**config.mk**
```make
export PLATFORM = sky130hd
export DESIGN_NAME = smb_flow_host_classifier_core
export DESIGN_NICKNAME = d
export VERILOG_FILES = /design/src/hw/rtl/smbhc_pkg.sv /design/src/hw/rtl/smbhc_host_table.sv /design/src/hw/rtl/smb_flow_host_classifier_core.sv
export SDC_FILE = /design/constraint.sdc
export NUM_CORES = 1
export LEC_CHECK = 0
export ABC_AREA = 1
export BUFFER_PORTS_ARGS = -buffer_cell sky130_fd_sc_hd__buf_2
export CORE_UTILIZATION = 60
export DETAILED_ROUTE_END_ITERATION = 6
export GPL_TIMING_DRIVEN = 0
export PLACE_DENSITY = 0.84
export SETUP_SLACK_MARGIN = 0.2
export SYNTH_ARGS = -nofsm -noshare
export SYNTH_HDL_FRONTEND = slang
export SYNTH_HIERARCHICAL = 1
export SYNTH_SLANG_ARGS = --single-unit
```
**constraint.sdc**
```tcl
create_clock -name clk -period 12.9 [get_ports clk]
set_input_delay 0 -clock clk [delete_from_list [all_inputs] [get_ports clk]]
set_output_delay 0 -clock clk [all_outputs]
set_load 0.01 [all_outputs]
```
**src/hw/rtl/smbhc_pkg.sv**
```systemverilog
// Shared types and constants for the SMB host classifier.
package smbhc_pkg;

  localparam int ADDR_W = 32;
  localparam int PORT_W = 16;
  localparam int PROTO_W = 8;
  localparam int HOST_SLOTS_DEF = 8;

  localparam logic [PROTO_W-1:0] PROTO_TCP = 8'd6;
  localparam logic [PORT_W-1:0] SMB_PORT_DIRECT = 16'd445;
  localparam logic [PORT_W-1:0] SMB_PORT_NETBIOS = 16'd139;
  localparam logic [ADDR_W-1:0] ADDR_ALL_ONES = 32'hFFFF_FFFF;

  typedef enum logic [1:0] {
    REQ_INBOUND  = 2'd0,
    REQ_OUTBOUND = 2'd1,
    REQ_SET_HOST = 2'd2,
    REQ_UNUSED   = 2'd3
  } req_t;

  typedef struct packed {
    logic              add;
    logic              purge;
    logic [ADDR_W-1:0] addr;
  } tbl_cmd_t;

  typedef struct packed {
    logic known;
    logic added;
  } tbl_stat_t;

endpackage

```
**src/hw/rtl/smbhc_host_table.sv**
```systemverilog
// Host address table with parallel lookup; an insert goes to the first slot that is free or already holds the address.
module smbhc_host_table
  import smbhc_pkg::*;
#(
  parameter int HOST_SLOTS = HOST_SLOTS_DEF
) (
  input  logic              clk,
  input  logic              rst,
  input  tbl_cmd_t          cmd,
  input  logic [ADDR_W-1:0] lookup_addr,
  output tbl_stat_t         stat
);

  logic [ADDR_W-1:0]     slot [HOST_SLOTS];
  logic [HOST_SLOTS-1:0] empty;
  logic [HOST_SLOTS-1:0] hit_lookup;
  logic [HOST_SLOTS-1:0] hit_cmd;
  logic [HOST_SLOTS-1:0] first_empty;
  logic [HOST_SLOTS-1:0] eligible;
  logic [HOST_SLOTS-1:0] free_or_hit;
  logic [HOST_SLOTS-1:0] wr_sel;

  always_comb begin
    for (int k = 0; k < HOST_SLOTS; k++) begin
      empty[k]      = (slot[k] == '0);
      hit_lookup[k] = (slot[k] == lookup_addr);
      hit_cmd[k]    = (slot[k] == cmd.addr);
    end
  end

  // A lookup may hit any slot up to and including the first empty one.
  // With no empty slot the mask below wraps to all ones.
  assign first_empty = empty & (~empty + HOST_SLOTS'(1));
  assign eligible    = (first_empty - HOST_SLOTS'(1)) | first_empty;

  assign free_or_hit = empty | hit_cmd;
  assign wr_sel      = free_or_hit & (~free_or_hit + HOST_SLOTS'(1));

  assign stat.known = |(hit_lookup & eligible);
  assign stat.added = cmd.add && (|wr_sel);

  always_ff @(posedge clk) begin
    if (rst || cmd.purge) begin
      for (int k = 0; k < HOST_SLOTS; k++) begin
        slot[k] <= '0;
      end
    end else if (cmd.add) begin
      for (int k = 0; k < HOST_SLOTS; k++) begin
        if (wr_sel[k]) begin
          slot[k] <= cmd.addr;
        end
      end
    end
  end

`ifndef SYNTH
  a_wr_onehot: assert property (@(posedge clk) disable iff (rst) $onehot0(wr_sel))
    else $error("host table selects more than one slot for insert");
  a_purge_clears: assert property (@(posedge clk) disable iff (rst)
    cmd.purge |=> (slot[0] == '0))
    else $error("host table not cleared after purge");
  a_added_found: assert property (@(posedge clk) disable iff (rst)
    stat.added |=> (slot[0] != '0 || $past(cmd.addr) == '0))
    else $error("insert left the first slot empty");
`endif

endmodule

```
**src/hw/rtl/smb_flow_host_classifier_core.sv**
```systemverilog
// Top level of the SMB host classifier: input stage, classify logic, result register.
//
//   channel | direction | handshake             | payload
//   --------+-----------+-----------------------+-------------------------------------
//   in      | input     | in_valid / in_stall   | req_type protocol src_addr dst_addr
//           |           |                       | src_port dst_port tcp_header_ok host_addr
//   out     | output    | out_valid / out_stall | is_smb
//
// Each transaction yields exactly one result, via the input and result registers.
// A new transaction may be accepted every cycle when not stalled; the host table update and
// lookup both happen in the single stage between the input and result registers.
// Reset clears the enable flag and the host table at once; no clearing pass is needed.
// A stalled result holds the result register, which in turn holds the input stage.
module smb_flow_host_classifier_core
  import smbhc_pkg::*;
#(
  parameter int HOST_SLOTS = HOST_SLOTS_DEF
) (
  input  logic               clk,
  input  logic               rst,
  input  logic               in_valid,
  output logic               in_stall,
  input  logic [1:0]         req_type,
  input  logic [PROTO_W-1:0] protocol,
  input  logic [ADDR_W-1:0]  src_addr,
  input  logic [ADDR_W-1:0]  dst_addr,
  input  logic [PORT_W-1:0]  src_port,
  input  logic [PORT_W-1:0]  dst_port,
  input  logic               tcp_header_ok,
  input  logic [ADDR_W-1:0]  host_addr,
  output logic               out_valid,
  input  logic               out_stall,
  output logic               is_smb
);

  logic               s_valid;
  req_t               s_req;
  logic [PROTO_W-1:0] s_protocol;
  logic [ADDR_W-1:0]  s_src_addr;
  logic [ADDR_W-1:0]  s_dst_addr;
  logic [PORT_W-1:0]  s_src_port;
  logic [PORT_W-1:0]  s_dst_port;
  logic               s_hdr_ok;
  logic [ADDR_W-1:0]  s_host_addr;
  logic               enabled;
  logic               enabled_next;

  logic               o_free;
  logic               s_fire;
  logic               is_classify;
  logic               is_set;
  logic [ADDR_W-1:0]  side_addr;
  logic [PORT_W-1:0]  side_port;
  logic               mark;
  tbl_cmd_t           cmd;
  tbl_stat_t          stat;

  assign o_free   = !out_valid || !out_stall;
  assign s_fire   = s_valid && o_free;
  assign in_stall = s_valid && !o_free;

  always_ff @(posedge clk) begin
    if (rst) begin
      s_valid <= 1'b0;
    end else if (!in_stall) begin
      s_valid <= in_valid;
    end
  end

  always_ff @(posedge clk) begin
    if (in_valid && !in_stall) begin
      s_req       <= req_t'(req_type);
      s_protocol  <= protocol;
      s_src_addr  <= src_addr;
      s_dst_addr  <= dst_addr;
      s_src_port  <= src_port;
      s_dst_port  <= dst_port;
      s_hdr_ok    <= tcp_header_ok;
      s_host_addr <= host_addr;
    end
  end

  always_comb begin
    is_classify = 1'b0;
    is_set      = 1'b0;
    side_addr   = s_dst_addr;
    side_port   = s_dst_port;
    unique case (s_req)
      REQ_INBOUND: begin
        is_classify = 1'b1;
      end
      REQ_OUTBOUND: begin
        is_classify = 1'b1;
        side_addr   = s_src_addr;
        side_port   = s_src_port;
      end
      REQ_SET_HOST: begin
        is_set = 1'b1;
      end
      REQ_UNUSED: begin
        is_set = 1'b0;
      end
      default: begin
        is_set = 1'b0;
      end
    endcase
  end

  assign cmd.purge = s_fire && is_set && (s_host_addr == ADDR_ALL_ONES);
  assign cmd.add   = s_fire && is_set && (s_host_addr != ADDR_ALL_ONES);
  assign cmd.addr  = s_host_addr;

  smbhc_host_table #(
    .HOST_SLOTS(HOST_SLOTS)
  ) u_table (
    .clk         (clk),
    .rst         (rst),
    .cmd         (cmd),
    .lookup_addr (side_addr),
    .stat        (stat)
  );

  assign mark = is_classify && enabled && (s_protocol == PROTO_TCP) && s_hdr_ok &&
                stat.known &&
                (side_port == SMB_PORT_DIRECT || side_port == SMB_PORT_NETBIOS);

  always_comb begin
    enabled_next = enabled;
    if (cmd.purge) begin
      enabled_next = 1'b0;
    end else if (stat.added) begin
      enabled_next = 1'b1;
    end
  end

  always_ff @(posedge clk) begin
    if (rst) begin
      enabled <= 1'b0;
    end else begin
      enabled <= enabled_next;
    end
  end

  always_ff @(posedge clk) begin
    if (rst) begin
      out_valid <= 1'b0;
    end else if (o_free) begin
      out_valid <= s_valid;
    end
  end

  always_ff @(posedge clk) begin
    if (o_free) begin
      is_smb <= mark;
    end
  end

`ifndef SYNTH
  a_stage_holds: assert property (@(posedge clk) disable iff (rst)
    (s_valid && !o_free) |=> s_valid)
    else $error("input stage dropped a stalled transaction");
  a_purge_disables: assert property (@(posedge clk) disable iff (rst)
    cmd.purge |=> !enabled)
    else $error("block still enabled after table purge");
  a_add_enables: assert property (@(posedge clk) disable iff (rst)
    stat.added |=> enabled)
    else $error("block not enabled after host insert");
  a_disabled_no_mark: assert property (@(posedge clk) disable iff (rst)
    (s_fire && !enabled) |=> (out_valid && !is_smb))
    else $error("packet marked while block disabled");
  a_set_no_mark: assert property (@(posedge clk) disable iff (rst)
    (s_fire && is_set) |=> !is_smb)
    else $error("set-host transaction produced a mark");
`endif

endmodule
```
After elaboration in Yosys (flattened, before gate mapping) --
Memory sizes are Yosys's and may differ from the RTL's. Index checks and enable logic that the tools add are counted. Widths: inputs -> output; s select.
Storage, ports and cells: output and inout bits 3, flip-flop bits (word level) 143, memories 1, logic and storage cells 132, memory bits (writable) 256
Memories:
- u_table.slot | depth 8, bits a word 32, read ports 8, clocked after memory_dff 0, write ports 8, line smbhc_host_table.sv:14 | logic [ADDR_W-1:0] slot [HOST_SLOTS];
Cells by class: add/subtract/negate cells 3, eq/ne operators 23, bitwise gates (word level) 15, mux-type cells 46, reduce and logical (&&, ||, !) cells 32
Operators with widths (number):
- $eq 32x32->1 | 16
- $mux 32 | 9
- $logic_not 32->1 | 8
- $mux 1 | 36
- $eq 32x32->1 const B | 1
- $ne 32x32->1 const B | 1
- $and 8x8->8 | 3
- $add 8x1->8 const B | 2
- $eq 16x8->1 const B | 1
- $eq 16x9->1 const B | 1
- $mux 16 | 1
- $not 8->8 | 2
- $or 8x8->8 | 2
- $reduce_or 8->1 | 2
- $logic_and 1x1->1 | 12
- $eq 8x3->1 const B | 1
- $or 1x1->1 | 8
- $sub 8x1->8 const B | 1
- $logic_not 1->1 | 4
- $reduce_or 2->1 | 2
- $logic_or 1x1->1 | 3
- $eq 2x1->1 const B | 1
- $eq 2x2->1 const B | 1
- $logic_not 2->1 | 1

Depth between registers and ports, before layout --
word-level depth 10, mapped depth 22, mapped depth without buffers 20

Hierarchy --
The synthesis kept the hierarchy.
By module, submodules not included:
- smbhc_host_table | instances 1, seq. area each 7687.4 µm², cells an instance 2263, area each 17742.0 µm²
- smb_flow_host_classifier_core | instances 1, seq. area each 4264.1 µm², cells an instance 374, area each 5223.8 µm²

Worst setup path after synthesis --
No wires, ideal clock.
path kind reg-to-reg, start register s_host_addr[9], end memory u_table.slot[7][4] (netlist: u_table/slot[1][100]) (enable), period minus slack after synthesis 4.190 ns, stages on the path, launching flop included 15, setup time 0.466 ns, data arrival time 3.724 ns, data required time 12.434 ns, slack 8.710 ns, cells stage by stage edfxtp_1 > buf_4 > inv_2 > nand2_1 > nand2_1 > nor2_1 > nand2_1 > nor2_1 > nand2_1 > nor2_1 > nor2_1 > nand3_1 > nor2_4 > nand2_1 > o21ai_0
RTL lines:
- start, declared | line smb_flow_host_classifier_core.sv:44 | logic [ADDR_W-1:0] s_host_addr;
- start signal, assigned | line smb_flow_host_classifier_core.sv:79 | s_host_addr <= host_addr;
- end, declared | line smbhc_host_table.sv:14

==> impl_metrics.ini <==
[status]
outcome = complete, but fails checks
violations = DRC

[global_route]
grt.total_usage = 0.4136
antenna_found_initial = 1
grt_overflow = 0
grt_pass1_wl_um = 117200
grt_max_degree = 74
first_global_vias = 19580

[synth]
netlist_area_mm2 = 0.02297
synth_top_family_by_area = simple AND/OR/NAND/NOR gates
synth_compound_area_frac = 0.005067
synthMuxAreaShare = 0
postSynthCellCount = 2637
synth_top_area_frac = 0.5178
synth_top_cells_by_area = edfxtp_1 (52%), nand2_1 (11%), nor2_1 (8.6%), xnor2_1 (7.7%), xor2_1 (5.0%)
yosysTopAreaCell = edfxtp_1
synthSimpleGateAreaFrac = 0.2757
synth.ff_latch_count = 399
synthXorXnorAreaFrac = 0.1274
synth_warnings = 6
synthAdderAreaFrac = 0
synth_cell_types = 34
synth_fp_nets = 2780
synth_ff_type = edfxtp_1
async_flop_share = 0
avgSynthCellArea_um2 = 8.709
ys_seq_area_frac = 0.5204
synth_edf_count = 396

[floorplan]
die_w_um = 197.6
pin_count = 146
core_area_mm2 = 0.03767
dieArea_mm2 = 0.03906
row_count = 71
fp.dieH_um = 197.6
start_util = 0.6097

[sta]
worst_slew_pin_slew_ps = 1227
setup_viol = 0
hold_violations = 0
rsz0062_at_grt = no
fmaxAchievable_ghz = 0.1938
timing.final.crit_share = 0.3999
fin_worst_skew_ps = 26.67
min_period_ps = 5159
slew_violations = 0
tns_ps = 0
whs_ps = 98.11
slew-limit-headroom = 0.1759

[clock_tree]
post_cts_resized = 0
cts_sinks = 399
path_clk_slew_ps = 70
postCtsSetupBuffers = 0
clockRootBuffer = clkbuf_16
ctsHtreeMaxLevel = 2
numCtsBuffers = 43
clock_latency_ps = 610
cts.path.max_buffers = 3
cts_tree = yes

[flow_run]
cap_violations = 0

[placement]
hpwl_um = 53950
dpl_cell_area_mm2 = 0.02450
port_buffers = 145
routabilityCongestion = 1.064

[drt]
vias_per_cell = 5.866
firstDrtPassIters = 7
post_drt_wl_per_cell_um = 22.73
via_count = 20660
drt-total-wl_um = 80060
drtIter0Drc = 2872
drc_errors = 5
ant_nets = 0

[pwr]
p_total_w = 0.003401
p_leak_nw = 11.40
vdd_drop_max_uv = 167.4
power.density_mw_per_mm2 = 123.8

[setup_path]
critPathKind = flop to flop
cpMaxStageDelayCell = nor4_1
cp.buffers_inverters = 4
crit_family = simple AND/OR/NAND/NOR gates
cp_data_required_time_ps = 13340
end_kind = flop
critPathLaunchType = flop
cpPeakStageDelay_ps = 630
cpMostUsedCell = nor2_1
worst_ep_arrival_time_ps = 5600
worstPathMaxFanout = 10
crit_path_cell_trace = buf_4 > inv_2 > nor2_4 > clkbuf_1 > nand2_1 > nand2_1 > clkbuf_1 > xor2_1 > nor4_1 > nand2_1 > nor2_1 > nand4_1 > nor2_1 > nor2_1 > nand3_1 > nand3_1 > nor2_1 > nand3_1 > a21oi_2

[final_layout]
fin_area_mm2 = 0.02747
area_growth_pct = 19.63
final_common_cell = nand2_1
layout-drive-gt1-share = 0.1286
post-route-util = 0.7294
nets = 3119
final_cell_mix = nand2_1 (693), nor2_1 (528), edfxtp_1 (396), inv_1 (240), xnor2_1 (202)

[hold_path]
min_path_type = input port to flop
state kept, by name (all words and copies together) (netlist names):
| register | count |
|---|---|
| s_host_addr | 32 |
| s_valid | 1 |
| s_src_addr | 32 |
| s_hdr_ok | 1 |
| s_dst_addr | 32 |
| u_table/slot | 256 |
| s_protocol | 8 |
| enabled | 1 |
| s_dst_port | 16 |
| s_req | 2 |
| out_valid | 1 |
| s_src_port | 16 |
| is_smb | 1 |
report_power, final:
part           switching (W)  leakage (nW)  internal [W]
combinational       0.000307          6.61      0.000181
sequential         0.0000493          4.03       0.00149
clock               0.000552         0.758      0.000819
synth_stat cells (4+ instances only):
master / instances
nand2_1: 699
nor2_1: 528
edfxtp_1: 396
inv_1: 241
xnor2_1: 202
xor2_1: 132
nand4_1: 94
nand3_1: 67
nor4_1: 34
inv_2: 32
nor2_2: 30
buf_2: 28
clkbuf_1: 28
buf_4: 24
nor3_1: 22
or2_2: 17
buf_6: 13
a21oi_1: 12
inv_4: 7
or2_0: 4
kinds of logic after synthesis:
| family | count (synthesis) |
|---|---|
| XOR/XNOR | 334 |
| flip-flops | 399 |
| AO/OA/AOI/OAI | 20 |
| AND/OR/NAND/NOR | 1511 |
| buffers and inverters | 373 |
area by class of cell:
type / instances / area [um^2]
flip-flops and latches: 399 / 11950
fillers: 2616 / 10190
multi-input cells: 1865 / 9412
repair buffers: 294 / 2290
clock buffers: 48 / 1095
inverters: 280 / 1074
well taps: 511 / 639.4
plain buffers: 93 / 571.8
clock inverters: 31 / 439.2
diodes: 1 / 2.502
stage by stage:
step / setup slack (ps) / cells
floorplan: 8710 / 2637
CTS: 8084 / 3521
finish: 7741 / 3522
global placement: 6546 / 3293
global route: 7712 / 3521
detailed placement: 8120 / 3298
worst paths after layout:
| kind | startpoint | end | slack [ps] | cells past startpoint |
|---|---|---|---|---|
| worst min-delay path | protocol[5] | s_protocol[5] | 100 | 2 |
| worst min register to register | enabled | enabled | 590 | 4 |
| worst max-delay path | s_req[0] | is_smb | 7740 | 19 |
| worst max register to register | s_req[0] | is_smb | 7740 | 19 |
worst register-to-register path, cell delays in order, from the launching register on:
cell	delay, ps
edfxtp_1	380
buf_4	240
inv_2	90
nor2_4	230
clkbuf_1	490
nand2_1	190
nand2_1	250
clkbuf_1	560
xor2_1	150
nor4_1	630
nand2_1	320
nor2_1	400
nand4_1	150
nor2_1	120
nor2_1	50
nand3_1	160
nand3_1	150
nor2_1	180
nand3_1	120
a21oi_2	150
metal layers:
metal | global-route usage | share of wire | vias up
li1 | - | - | 9085
met5 | 0 | 0 | -
met1 | 0.5489 | 0.37 | 9696
met3 | 0.07273 | 0.12 | 244
met2 | 0.6565 | 0.46 | 1634
met4 | 0.2064 | 0.052 | 0
what timing repair did:
action / in CTS / in global routing
hold buffers: 144 / 0
endpoints found under the setup margin: 0 / 0
endpoints found under the hold margin: 143 / 0
Note: power is estimated with default switching activity, not from simulation.
